<file path="config.mk">
export PLATFORM = sky130hd
export DESIGN_NAME = mains_frequency_meter
export DESIGN_NICKNAME = d
export VERILOG_FILES = /design/src/rtl/core/mfm_pkg.sv /design/src/rtl/core/mfm_dp.sv /design/src/rtl/core/mfm_ctrl.sv /design/src/rtl/core/mains_frequency_meter.sv
export SDC_FILE = /design/constraint.sdc
export NUM_CORES = 2
export LEC_CHECK = 0
export BUFFER_PORTS_ARGS = -buffer_cell sky130_fd_sc_hd__buf_2
export CORE_MARGIN = 2
export CORE_UTILIZATION = 30
export DETAILED_ROUTE_END_ITERATION = 6
export GPL_ROUTABILITY_DRIVEN = 0
export GPL_TIMING_DRIVEN = 0
export PLACE_DENSITY_LB_ADDON = 0.15
export SLEW_MARGIN = 5
export SYNTH_ARGS = -nofsm -noshare
export SYNTH_HDL_FRONTEND = slang
export SYNTH_SLANG_ARGS = --single-unit
</file>
<file path="constraint.sdc">
create_clock -name clk_i -period 9.82 [get_ports clk_i]
set_clock_uncertainty 0.05 [all_clocks]
set_input_delay 0.491 -clock clk_i [delete_from_list [all_inputs] [get_ports clk_i]]
set_output_delay 0.491 -clock clk_i [all_outputs]
set_load 0.005 [all_outputs]
</file>
<file path="src/rtl/core/mfm_pkg.sv">
// ----------------------------------------------------------------------------
// mfm_pkg
// shared widths, register codes, reset values and control types of the
// mains frequency meter
// ----------------------------------------------------------------------------
package mfm_pkg;

  localparam int SAMPLE_BITS = 16;
  localparam int COUNT_BITS  = 32;

  localparam int RATE_BITS    = 24;
  localparam int THR_BITS     = 16;
  localparam int WEIGHT_BITS  = 16;
  localparam int TIMEOUT_BITS = 4;
  localparam int AVG_BITS     = 32;
  localparam int FRAC_BITS    = 16;
  localparam int CFG_IDX_BITS = 3;
  localparam int CFG_DATA_BITS = RATE_BITS;

  // rate << FRAC_BITS over 2 * count equals rate << (FRAC_BITS - 1) over count
  localparam int HALF_SHIFT = FRAC_BITS - 1;
  localparam int DIV_BITS   = RATE_BITS + HALF_SHIFT;
  localparam int DIV_STEPS  = DIV_BITS;
  localparam int STEP_BITS  = $clog2(DIV_STEPS);

  localparam int LIMIT_BITS = RATE_BITS + TIMEOUT_BITS;
  localparam int CMP_BITS   = (COUNT_BITS > LIMIT_BITS) ? COUNT_BITS : LIMIT_BITS;
  localparam int PROD_BITS  = WEIGHT_BITS + 1 + AVG_BITS + 1;

  // register indexes of the configuration port
  localparam logic [CFG_IDX_BITS-1:0] REG_SAMPLE_RATE      = 3'd0;
  localparam logic [CFG_IDX_BITS-1:0] REG_LOW_THRESHOLD    = 3'd1;
  localparam logic [CFG_IDX_BITS-1:0] REG_HIGH_THRESHOLD   = 3'd2;
  localparam logic [CFG_IDX_BITS-1:0] REG_SMOOTHING_WEIGHT = 3'd3;
  localparam logic [CFG_IDX_BITS-1:0] REG_TIMEOUT_SECONDS  = 3'd4;

  // reset values
  localparam logic [RATE_BITS-1:0]    RST_SAMPLE_RATE      = 24'd10000;
  localparam logic [THR_BITS-1:0]     RST_LOW_THRESHOLD    = 16'hFC18;  // -1000
  localparam logic [THR_BITS-1:0]     RST_HIGH_THRESHOLD   = 16'd1000;
  localparam logic [WEIGHT_BITS-1:0]  RST_SMOOTHING_WEIGHT = 16'd459;   // about 0.007
  localparam logic [TIMEOUT_BITS-1:0] RST_TIMEOUT_SECONDS  = 4'd5;
  localparam logic [AVG_BITS-1:0]     RST_AVERAGE          = 32'd3276800; // 50.0 hz

  typedef enum logic [2:0] {
    ST_IDLE,
    ST_DIV,
    ST_MUL,
    ST_ADD,
    ST_DONE
  } state_e;

  typedef struct packed {
    logic accept;     // take the request, update phase and counters
    logic div_step;   // one restoring division step
    logic mul;        // weight times difference
    logic add;        // fold product into the average
    logic out_load;   // load the output register
  } mfm_cmd_t;

  typedef struct packed {
    logic fold_needed; // request ends a nonzero half period
  } mfm_sts_t;

endpackage

</file>
<file path="src/rtl/core/mfm_dp.sv">
// ----------------------------------------------------------------------------
// mfm_dp
// datapath: phase tracking, half-period counters, timeout, bit-serial
// divider, averaging multiplier and output register
// ----------------------------------------------------------------------------
module mfm_dp (
  input  logic                                 clk_i,
  input  logic                                 rst_ni,
  input  mfm_pkg::mfm_cmd_t                    cmd_i,
  output mfm_pkg::mfm_sts_t                    sts_o,
  input  logic signed [mfm_pkg::SAMPLE_BITS-1:0]  sample_i,
  input  logic [mfm_pkg::RATE_BITS-1:0]        sample_rate_i,
  input  logic signed [mfm_pkg::THR_BITS-1:0]  low_threshold_i,
  input  logic signed [mfm_pkg::THR_BITS-1:0]  high_threshold_i,
  input  logic [mfm_pkg::WEIGHT_BITS-1:0]      smoothing_weight_i,
  input  logic [mfm_pkg::TIMEOUT_BITS-1:0]     timeout_seconds_i,
  output logic [mfm_pkg::AVG_BITS-1:0]         avg_freq_o,
  output logic                                 timeout_flag_o
);
  import mfm_pkg::*;

  logic                  phase_q, phase_d;
  logic [COUNT_BITS-1:0] low_cnt_q, low_cnt_d;
  logic [COUNT_BITS-1:0] high_cnt_q, high_cnt_d;
  logic [AVG_BITS-1:0]   avg_q, avg_d;
  logic                  flag_q, flag_d;
  logic [COUNT_BITS-1:0] divisor_q;
  logic [COUNT_BITS-1:0] rem_q, rem_d;
  logic [DIV_BITS-1:0]   quo_q, quo_d;
  logic signed [PROD_BITS-1:0] prod_q, prod_d;
  logic [AVG_BITS-1:0]   out_avg_q;
  logic                  out_flag_q;

  logic                  hi_cross, lo_cross;
  logic [COUNT_BITS-1:0] fold_cnt;
  logic [COUNT_BITS-1:0] low_inc, high_inc;
  logic [LIMIT_BITS-1:0] limit;
  logic                  over;

  logic [COUNT_BITS:0]   shifted;
  logic [COUNT_BITS+1:0] trial;
  logic                  ge;
  logic [AVG_BITS-1:0]   half;
  logic signed [AVG_BITS:0]    diff;
  logic signed [PROD_BITS-1:0] prod_sh;

  // phase and counter update of the incoming request
  always_comb begin
    hi_cross = !phase_q && (sample_i >= high_threshold_i);
    lo_cross = phase_q && (sample_i < low_threshold_i);
    low_inc  = (low_cnt_q == '1) ? low_cnt_q : low_cnt_q + 1'b1;
    high_inc = (high_cnt_q == '1) ? high_cnt_q : high_cnt_q + 1'b1;
    phase_d    = phase_q;
    low_cnt_d  = low_cnt_q;
    high_cnt_d = high_cnt_q;
    fold_cnt   = '0;
    if (!phase_q) begin
      if (hi_cross) begin
        fold_cnt   = low_cnt_q;
        low_cnt_d  = '0;
        phase_d    = 1'b1;
        high_cnt_d = high_inc;
      end else begin
        low_cnt_d = low_inc;
      end
    end else begin
      if (lo_cross) begin
        fold_cnt   = high_cnt_q;
        high_cnt_d = '0;
        phase_d    = 1'b0;
        low_cnt_d  = low_inc;
      end else begin
        high_cnt_d = high_inc;
      end
    end
    limit = LIMIT_BITS'(sample_rate_i) * LIMIT_BITS'(timeout_seconds_i);
    over  = (CMP_BITS'(low_cnt_d) > CMP_BITS'(limit)) ||
            (CMP_BITS'(high_cnt_d) > CMP_BITS'(limit));
    flag_d = over;
    if (over) begin
      low_cnt_d  = '0;
      high_cnt_d = '0;
    end
  end

  assign sts_o.fold_needed = (hi_cross || lo_cross) && (fold_cnt != '0);

  // restoring division, one quotient bit per step
  always_comb begin
    shifted = {rem_q, quo_q[DIV_BITS-1]};
    trial   = {1'b0, shifted} - {2'b00, divisor_q};
    ge      = !trial[COUNT_BITS+1];
    rem_d   = ge ? trial[COUNT_BITS-1:0] : shifted[COUNT_BITS-1:0];
    quo_d   = {quo_q[DIV_BITS-2:0], ge};
  end

  // saturate the quotient to 32 bits
  assign half = (quo_q[DIV_BITS-1:AVG_BITS] != '0) ? '1 : quo_q[AVG_BITS-1:0];

  // avg + floor(w * (half - avg) / 2^16)
  assign diff    = $signed({1'b0, half}) - $signed({1'b0, avg_q});
  assign prod_d  = $signed({1'b0, smoothing_weight_i}) * diff;
  assign prod_sh = prod_q >>> FRAC_BITS;
  assign avg_d   = avg_q + prod_sh[AVG_BITS-1:0];

  always_ff @(posedge clk_i or negedge rst_ni) begin
    if (!rst_ni) begin
      phase_q    <= 1'b0;
      low_cnt_q  <= '0;
      high_cnt_q <= '0;
      avg_q      <= RST_AVERAGE;
      flag_q     <= 1'b0;
    end else begin
      if (cmd_i.accept) begin
        phase_q    <= phase_d;
        low_cnt_q  <= low_cnt_d;
        high_cnt_q <= high_cnt_d;
        flag_q     <= flag_d;
      end
      if (cmd_i.add) begin
        avg_q <= avg_d;
      end
    end
  end

  always_ff @(posedge clk_i) begin
    if (cmd_i.accept) begin
      divisor_q <= fold_cnt;
      rem_q     <= '0;
      quo_q     <= {sample_rate_i, {HALF_SHIFT{1'b0}}};
    end else if (cmd_i.div_step) begin
      rem_q <= rem_d;
      quo_q <= quo_d;
    end
    if (cmd_i.mul) begin
      prod_q <= prod_d;
    end
    if (cmd_i.out_load) begin
      out_avg_q  <= avg_q;
      out_flag_q <= flag_q;
    end
  end

  assign avg_freq_o     = out_avg_q;
  assign timeout_flag_o = out_flag_q;

endmodule

</file>
<file path="src/rtl/core/mfm_ctrl.sv">
// ----------------------------------------------------------------------------
// mfm_ctrl
// sequencer: takes a request, runs the divider and the averaging steps
// when a half period ends, and hands the result to the output register
// ----------------------------------------------------------------------------
module mfm_ctrl (
  input  logic              clk_i,
  input  logic              rst_ni,
  input  logic              in_valid_i,
  output logic              in_ready_o,
  input  logic              out_ready_i,
  output logic              out_valid_o,
  input  mfm_pkg::mfm_sts_t sts_i,
  output mfm_pkg::mfm_cmd_t cmd_o
);
  import mfm_pkg::*;

  localparam logic [STEP_BITS-1:0] LAST_STEP = STEP_BITS'(DIV_STEPS - 1);

  state_e               state_q, state_d;
  logic [STEP_BITS-1:0] step_q, step_d;
  logic                 out_valid_q, out_valid_d;

  always_ff @(posedge clk_i or negedge rst_ni) begin
    if (!rst_ni) begin
      state_q     <= ST_IDLE;
      step_q      <= '0;
      out_valid_q <= 1'b0;
    end else begin
      state_q     <= state_d;
      step_q      <= step_d;
      out_valid_q <= out_valid_d;
    end
  end

  always_comb begin
    state_d    = state_q;
    step_d     = step_q;
    cmd_o      = '0;
    in_ready_o = 1'b0;
    unique case (state_q)
      ST_IDLE: begin
        in_ready_o   = 1'b1;
        cmd_o.accept = in_valid_i;
        step_d       = '0;
        if (in_valid_i) begin
          state_d = sts_i.fold_needed ? ST_DIV : ST_DONE;
        end
      end
      ST_DIV: begin
        cmd_o.div_step = 1'b1;
        step_d         = step_q + 1'b1;
        if (step_q == LAST_STEP) begin
          state_d = ST_MUL;
        end
      end
      ST_MUL: begin
        cmd_o.mul = 1'b1;
        state_d   = ST_ADD;
      end
      ST_ADD: begin
        cmd_o.add = 1'b1;
        state_d   = ST_DONE;
      end
      ST_DONE: begin
        if (!out_valid_q || out_ready_i) begin
          cmd_o.out_load = 1'b1;
          state_d        = ST_IDLE;
        end
      end
      default: begin
        state_d = ST_IDLE;
      end
    endcase
    out_valid_d = cmd_o.out_load || (out_valid_q && !out_ready_i);
  end

  assign out_valid_o = out_valid_q;

`ifndef SYNTHESIS
  a_fold_starts_div: assert property (@(posedge clk_i) disable iff (!rst_ni)
    cmd_o.accept && sts_i.fold_needed |=> state_q == ST_DIV)
    else $error("fold request did not start the divider");

  a_step_in_range: assert property (@(posedge clk_i) disable iff (!rst_ni)
    state_q == ST_DIV |-> step_q <= LAST_STEP)
    else $error("divider step count out of range");

  a_div_to_mul: assert property (@(posedge clk_i) disable iff (!rst_ni)
    state_q == ST_DIV && step_q == LAST_STEP |=> state_q == ST_MUL)
    else $error("divider did not hand over to the multiplier");

  a_result_from_done: assert property (@(posedge clk_i) disable iff (!rst_ni)
    cmd_o.out_load |-> state_q == ST_DONE && $past(state_q) != ST_IDLE ||
                       state_q == ST_DONE && $past(cmd_o.accept))
    else $error("result loaded outside the done state");
`endif

endmodule

</file>
<file path="src/rtl/core/mains_frequency_meter.sv">
// ----------------------------------------------------------------------------
// mains_frequency_meter
// hysteresis zero-crossing frequency meter with exponential averaging
// ----------------------------------------------------------------------------
// one signed sample per request; each request yields one result with the
// smoothed frequency (unsigned Q16.16 hertz) and a timeout flag
// a request that does not end a nonzero half period is taken, then loaded
// into the output register once that is free; one that ends a nonzero half
// period runs a bit-serial restoring divider of 39 steps, a multiply step
// and an accumulate step, so the divider loop sets the worst case rate
// the output register keeps a finished result while the next request is
// taken; configuration writes are always taken (cfg_ready_o is tied high),
// write only while no request is in flight
// ----------------------------------------------------------------------------
module mains_frequency_meter (
  input  logic                                   clk_i,
  input  logic                                   rst_ni,
  // sample channel
  input  logic                                   in_valid_i,
  output logic                                   in_ready_o,
  input  logic signed [mfm_pkg::SAMPLE_BITS-1:0] sample_i,
  // result channel
  output logic                                   out_valid_o,
  input  logic                                   out_ready_i,
  output logic [mfm_pkg::AVG_BITS-1:0]           avg_freq_o,
  output logic                                   timeout_flag_o,
  // configuration write channel
  input  logic                                   cfg_valid_i,
  output logic                                   cfg_ready_o,
  input  logic [mfm_pkg::CFG_IDX_BITS-1:0]       cfg_index_i,
  input  logic [mfm_pkg::CFG_DATA_BITS-1:0]      cfg_data_i
);
  import mfm_pkg::*;

  // configuration registers
  logic [RATE_BITS-1:0]       sample_rate_q;
  logic signed [THR_BITS-1:0] low_threshold_q;
  logic signed [THR_BITS-1:0] high_threshold_q;
  logic [WEIGHT_BITS-1:0]     smoothing_weight_q;
  logic [TIMEOUT_BITS-1:0]    timeout_seconds_q;

  // controller to datapath
  mfm_cmd_t cmd;
  mfm_sts_t sts;

  assign cfg_ready_o = 1'b1;

  // register decode, unknown indexes are dropped
  always_ff @(posedge clk_i or negedge rst_ni) begin
    if (!rst_ni) begin
      sample_rate_q      <= RST_SAMPLE_RATE;
      low_threshold_q    <= RST_LOW_THRESHOLD;
      high_threshold_q   <= RST_HIGH_THRESHOLD;
      smoothing_weight_q <= RST_SMOOTHING_WEIGHT;
      timeout_seconds_q  <= RST_TIMEOUT_SECONDS;
    end else if (cfg_valid_i) begin
      unique case (cfg_index_i)
        REG_SAMPLE_RATE:      sample_rate_q      <= cfg_data_i[RATE_BITS-1:0];
        REG_LOW_THRESHOLD:    low_threshold_q    <= cfg_data_i[THR_BITS-1:0];
        REG_HIGH_THRESHOLD:   high_threshold_q   <= cfg_data_i[THR_BITS-1:0];
        REG_SMOOTHING_WEIGHT: smoothing_weight_q <= cfg_data_i[WEIGHT_BITS-1:0];
        REG_TIMEOUT_SECONDS:  timeout_seconds_q  <= cfg_data_i[TIMEOUT_BITS-1:0];
        default: begin
        end
      endcase
    end
  end

  // sequencer
  mfm_ctrl u_ctrl (
    .clk_i       (clk_i),
    .rst_ni      (rst_ni),
    .in_valid_i  (in_valid_i),
    .in_ready_o  (in_ready_o),
    .out_ready_i (out_ready_i),
    .out_valid_o (out_valid_o),
    .sts_i       (sts),
    .cmd_o       (cmd)
  );

  // phase tracking, divider, averaging and output register
  mfm_dp u_dp (
    .clk_i              (clk_i),
    .rst_ni             (rst_ni),
    .cmd_i              (cmd),
    .sts_o              (sts),
    .sample_i           (sample_i),
    .sample_rate_i      (sample_rate_q),
    .low_threshold_i    (low_threshold_q),
    .high_threshold_i   (high_threshold_q),
    .smoothing_weight_i (smoothing_weight_q),
    .timeout_seconds_i  (timeout_seconds_q),
    .avg_freq_o         (avg_freq_o),
    .timeout_flag_o     (timeout_flag_o)
  );

endmodule

</file>
# Word level (Yosys, flattened, before mapping)
# Index checks and enable logic that the tools add are counted.
[word_totals]
reg_bits = 368
elab_cells = 103
[op_classes]
mux = 33
n_lt_le_gt_ge = 4
eq_ne = 14
mul = 2
reduce_logical = 24
n_addsub = 6
[op_table]
columns = ["cell", "count"]
rows = [
  ["$mux W32", 15],
  ["$mux W39", 2],
  ["$add A32 B1 Y32 const B", 2],
  ["$eq A32 B32 Y1 const B", 2],
  ["$gt A32 B28 Y1", 2],
  ["$mul A17 B33 Y48", 1],
  ["$sub A33 B32 Y34", 1],
  ["$sub A32 B32 Y33", 1],
  ["$add A32 B32 Y32", 1],
  ["$reduce_bool A32 Y1", 1],
  ["$mul A24 B4 Y28", 1],
  ["$ge A16 B16 Y1", 1],
  ["$lt A16 B16 Y1", 1],
  ["$pmux W3 S5", 1],
  ["$eq A3 B2 Y1 const B", 4],
  ["$mux W3", 4],
  ["$pmux W6 S2", 1],
  ["$mux W1", 10],
  ["$reduce_and A2 Y1", 5],
  ["$reduce_bool A7 Y1", 1],
  ["$add A6 B1 Y6 const B", 1],
  ["$eq A3 B1 Y1 const B", 2],
  ["$eq A3 B3 Y1 const B", 2],
  ["$eq A6 B6 Y1 const B", 1],
  ["8 further kinds", 20],
]

# Longest topological paths before layout
[depth]
depth_word = 9
depth_mapped = 42
depth_no_buf = 40

# By module
# A second synthesis with hierarchy kept.
[unflattened]
hier_cells = 4757
area_unflattened_um2 = 43332.8
[modules_own_cells]
columns = ["module", "cells_per_inst", "area_per_inst_um2", "instances"]
rows = [
  ["mfm_dp", 4527, 39769.4, 1],
  ["mains_frequency_meter", 166, 2959.1, 1],
  ["mfm_ctrl", 64, 604.3, 1],
]

# Least setup slack after synthesis
# Ideal clock, no wire load.
[synth_path]
path_type = "flip-flop to flip-flop"
startpoint = "reg u_dp.quo_q[35]"
endpoint = "reg u_dp.prod_q[47] (data pin)"
arrival_ns = 9.066
setup_time_ns = 0.258
slack_ns = 0.446
period_less_slack_ns = 9.374
path_stages_with_launch = 41
path_cell_list = "edfxtp_1 > nor4_1 > nand2_1 > clkbuf_1 > nor2_1 > ha_1 > inv_1 > fa_1 > a21o_1 > a21oi_1 > o21a_1 > o21ai_0 > nand2_1 > nand2_1 > a21oi_1 > o21bai_1 > a21oi_1 > xnor2_1 > [... 5 more ...] > inv_1 > fa_1 > fa_1 > inv_1 > fa_1 > inv_1 > ha_1 > nand4_1 > or2_2 > nor3b_1 > o31a_1 > a31oi_1 > o41ai_1 > a211oi_1 > o21ai_0 > a21oi_1 > xnor2_1 > xnor2_1"
[synth_between]
elab_chain_len = 4
[synth_rtl]
columns = ["item", "line_no", "source"]
rows = [
  ["from (decl)", "mfm_dp.sv:29", "logic [DIV_BITS-1:0] quo_q, quo_d;"],
  ["from (signal assigned)", "mfm_dp.sv:130", "quo_q <= {sample_rate_i, {HALF_SHIFT{1'b0}}};"],
  ["from (signal assigned)", "mfm_dp.sv:133", "quo_q <= quo_d;"],
  ["$reduce_bool A7 Y1", "mfm_dp.sv:98", "assign half = (quo_q[DIV_BITS-1:AVG_BITS] != '0) ? '1 : quo_q[AVG_BITS-1:0];"],
  ["$mux W32", "mfm_dp.sv:98", ""],
  ["$sub A32 B32 Y33", "mfm_dp.sv:101", "assign diff = $signed({1'b0, half}) - $signed({1'b0, avg_q});"],
  ["$mul A17 B33 Y48", "mfm_dp.sv:102", "assign prod_d = $signed({1'b0, smoothing_weight_i}) * diff;"],
  ["via u_dp.prod_d[47]", "mfm_dp.sv:30", "logic signed [PROD_BITS-1:0] prod_q, prod_d;"],
  ["to (signal assigned)", "mfm_dp.sv:136", "prod_q <= prod_d;"],
  ["to (decl)", "mfm_dp.sv:30", ""],
]
# The timed path passes the listed nets, and every way through them passes these cells.
# A chain may end at the register's enable or synchronous reset.

# Final worst setup path
[layout_path]
startpoint = "reg u_dp.quo_q[35]"
endpoint = "reg u_dp.prod_q[29] (data pin)"
# Same word-level chain as after synthesis.

==> impl_metrics.tcl <==
set metrics [dict create \
    synthTopCellsByArea "sky130_fd_sc_hd__fa_1, sky130_fd_sc_hd__ha_1, sky130_fd_sc_hd__dfrtp_1" \
    post-synth-top-count-cell "sky130_fd_sc_hd__inv_1" \
    fin_crit_ns 9.67 \
    status "finished clean" \
    post_synth_instance_area_um2 41900 \
    slew_headroom_pct 16.1 \
    die-width_um 378 \
    detail_route.iter0.violations 2076 \
    fmax_ghz 0.103 \
    antenna_found_initial 4 \
    area.growth.synth_to_final_pct 16.1 \
    post-synth-top-area-cell "sky130_fd_sc_hd__fa_1" \
    detail_route.wirelength.met1_um 67200 \
    synth_compound_gate_area_share_pct 10.9 \
    clk_pin_slew_ns 0.06 \
    muxShareOfSynthArea_pct 2.23 \
    post-route-drc-count 0 \
    setup_ws_ns 0.150 \
    postLayoutCellArea_um2 48600 \
    critical_setup_path_kind "register to register" \
    synthDistinctLibCells 75 \
    drive_above_1_share_pct 12.1 \
    final_min_period_over_clock_period_pct 98.5 \
    hold_viol 0 \
    synth_adder_area_share_pct 35.5 \
    highest-signal-layer "met5" \
    first_global_vias 34100 \
    ys_seq_elements 352 \
    overflow 0 \
    drt-wirelength-per-cell_um 20.9 \
    synth_top_family_by_area "adder cells" \
    place.port_buffers 82 \
    final_hpwl_from_detailed_placement_um 113000 \
    netlist_instances 4597 \
    mappedNetlistNets 5511 \
    core_area_um2 139000 \
    clockBufferDepth 3 \
    synth-warning-count 0 \
    die_height_um 378 \
    simple_gate_share_of_the_synthesized_area_pct 16.6 \
    synth_top_cells_by_count "sky130_fd_sc_hd__inv_1, sky130_fd_sc_hd__nand2_1, sky130_fd_sc_hd__fa_1" \
    layout.nets 5739 \
    insertion_delay_ns 0.63 \
    worst_hold_startpoint "cfg_data_i[17]" \
    io-pin-count 84 \
    critical_path_required_ns 10.11 \
    viasPerCell 4.83 \
    drv_cap 0 \
    avgSynthCellArea_um2 9.12 \
    cpMostUsedCell "sky130_fd_sc_hd__fa_1" \
    first_pass_iters 6 \
    cts-root-buf "sky130_fd_sc_hd__clkbuf_16" \
    asyncSetResetFlopFracSynth_pct 52.3 \
    setup_repair_after_global_routing_missed_its_margin "yes" \
    crit_fanout 8 \
    synth_seq_area_share_pct 22.0 \
    num_vias 32600 \
    timing.critical_path.from "u_dp.quo_q[35]$_DFFE_PP_" \
    h_tree_levels 2 \
    dpl-instance-area_um2 44800 \
    critPathMaxStageDelay_ns 0.55 \
    postLayoutCoreUtil_pct 35.0 \
    final_max_slew_viol_count 0 \
    synth_flop_cell "sky130_fd_sc_hd__dfrtp_1" \
    worstSetupEndpointType "register" \
    final_antenna_net_count 0 \
    critical_path.reg2reg.startpoint "u_dp.quo_q[35]$_DFFE_PP_" \
    die_area_um2 143000 \
    routed_wirelength_um 141000 \
    start_util_pct 30.1 \
    grt_pass1_wl_um 217000 \
    setup_viol 0 \
    cp_data_arrival_time_ns 9.96 \
    core.rowCount 137 \
    met3RoutedLength_um 5770 \
    cp-start-kind "register" \
    synth_enable_flop_cells 121 \
    yosys_top_cell_area_share_pct 25.6 \
    finalHoldWorstSlack_ns 0.0522 \
    worstMarginPinSlew_ns 1.25 \
    tritoncts.num_buffers 47 \
    clock-sinks 352 \
    synth_xor_area_share_pct 4.14 \
    wl_met2_um 65800 \
    worstHoldPathType "input pin to register" \
    grt_start_max_net_pins 98 \
    placement.setup.worst_slack_ns -2.57 \
    total_global_routing_track_utilization_pct 20.2 \
    cts_tree "done" \
    cp_slowest_cell "sky130_fd_sc_hd__fa_1" \
]
[worst max-delay path: cells and delay by family (launching register included)]
kind | cells | cell delay, ns
xor gates and xnor gates | 2 | 0.17
buffers and inverters | 9 | 0.96
adders and majority gates | 8 | 3.54
and+or+nand+nor | 7 | 1.44
AOI/OAI and AO/OA | 13 | 2.79
DFF | 1 | 0.43
[registers in the layout, indices dropped and copies added, names as in the netlist]
signal and cells:
high_threshold_q 16, low_threshold_q 16, sample_rate_q 24, smoothing_weight_q 16, timeout_seconds_q 4, u_ctrl.out_valid_o 1, u_ctrl.state_q 3, u_ctrl.step_q 6
u_dp.avg_freq_o 32, u_dp.avg_q 32, u_dp.divisor_q 32, u_dp.flag_q 1, u_dp.high_cnt_q 32, u_dp.low_cnt_q 32, u_dp.phase_q 1, u_dp.prod_q 32
u_dp.quo_q 39, u_dp.rem_q 32, u_dp.timeout_flag_o 1
[final timing paths]
path	to	depth (start not counted)	slack, ns
max in group asynchronous	high_threshold_q[0]$_DFFE_PN0P_	4	8.27
worst max register to register	u_dp.prod_q[29]$_DFFE_PN_	39	0.15
worst min-delay path	sample_rate_q[17]$_DFFE_PN0P_	2	0.05
worst max-delay path	u_dp.prod_q[29]$_DFFE_PN_	39	0.15
worst min register to register	u_dp.avg_freq_o[31]$_DFFE_PP_	0	0.40
min in group asynchronous	u_ctrl.out_valid_o$_DFF_PN0_	3	0.43
[stage by stage]
| step | cells | TNS (ns) |
|---|---|---|
| after global routing | 6739 | -0.930 |
| after CTS | 6722 | -0.183 |
| final | 6743 | 0 |
| after detailed placement | 6562 | -52.68 |
| after global placement | 6555 | -68.21 |
| after floorplan | 4597 | 0 |
[final cells by class]
class	count	area, um2
fillers	14400	90400
multi-input cells	3289	30300
flip-flops and latches	352	9220
inverters	760	2850
well taps	1876	2350
clock buffers	68	1380
repair buffers	182	1360
plain buffers	193	965
clock inverters	19	193
diodes	4	10.0
[what timing repair did]
action | 4_1_cts | 5_1_grt
endpoints found under the hold margin | 86 | 0
gates cloned | 1 | 0
resized for setup | 215 | 119
buffers inserted | 71 | 21
pin swaps | 76 | 122
endpoints found under the setup margin | 32 | 17
hold buffers | 1 | 0
[routing by layer]
layer  vias up  global-route usage [%]
met5         -                       0
met3       118                    2.22
met4         2                    3.65
li1      15300                       -
met2       621                    33.2
met1     16500                    28.7
[placed cells by master (no fill, tap or decap), types with 27 or more instances in the layout]
| master | count |
|---|---|
| sky130_fd_sc_hd__and3_1 | 27 |
| sky130_fd_sc_hd__nor2_1 | 180 |
| sky130_fd_sc_hd__clkbuf_16 | 49 |
| sky130_fd_sc_hd__or2_2 | 31 |
| sky130_fd_sc_hd__fa_1 | 525 |
| sky130_fd_sc_hd__a21o_1 | 69 |
| sky130_fd_sc_hd__nand3_1 | 71 |
| sky130_fd_sc_hd__buf_4 | 84 |
| sky130_fd_sc_hd__mux2i_1 | 37 |
| sky130_fd_sc_hd__nor2b_1 | 37 |
| sky130_fd_sc_hd__inv_1 | 752 |
| sky130_fd_sc_hd__a22o_1 | 88 |
| sky130_fd_sc_hd__nand2b_1 | 35 |
| sky130_fd_sc_hd__edfxtp_1 | 121 |
| sky130_fd_sc_hd__dfxtp_1 | 47 |
| sky130_fd_sc_hd__nand4_1 | 41 |
| sky130_fd_sc_hd__clkbuf_1 | 154 |
| sky130_fd_sc_hd__a21oi_1 | 143 |
| sky130_fd_sc_hd__dfrtp_1 | 154 |
| sky130_fd_sc_hd__nand2_1 | 564 |
| sky130_fd_sc_hd__mux2_2 | 50 |
| sky130_fd_sc_hd__dfstp_2 | 30 |
| sky130_fd_sc_hd__xnor2_1 | 92 |
| sky130_fd_sc_hd__ha_1 | 298 |
| sky130_fd_sc_hd__nor3_1 | 43 |
| sky130_fd_sc_hd__o21ai_0 | 186 |
| sky130_fd_sc_hd__o21a_1 | 34 |
| sky130_fd_sc_hd__xor2_1 | 76 |
| sky130_fd_sc_hd__buf_2 | 94 |
| sky130_fd_sc_hd__and2_1 | 279 |
[logic make-up (layout without fill, tap and decap cells)]
| logic type | Yosys count | count (layout) |
|---|---|---|
| and+or+nand+nor | 1426 | 1426 |
| buffers and inverters | 956 | 1222 |
| adders and majority gates | 866 | 866 |
| AOI/OAI and AO/OA | 711 | 711 |
| DFF | 352 | 352 |
| xor gates and xnor gates | 198 | 198 |
| muxes | 87 | 87 |
| other | 1 | 5 |
Power is left out: the tool's default activity adds up to more than one toggle a clock period on the data nets, which glitch-free logic cannot reach.
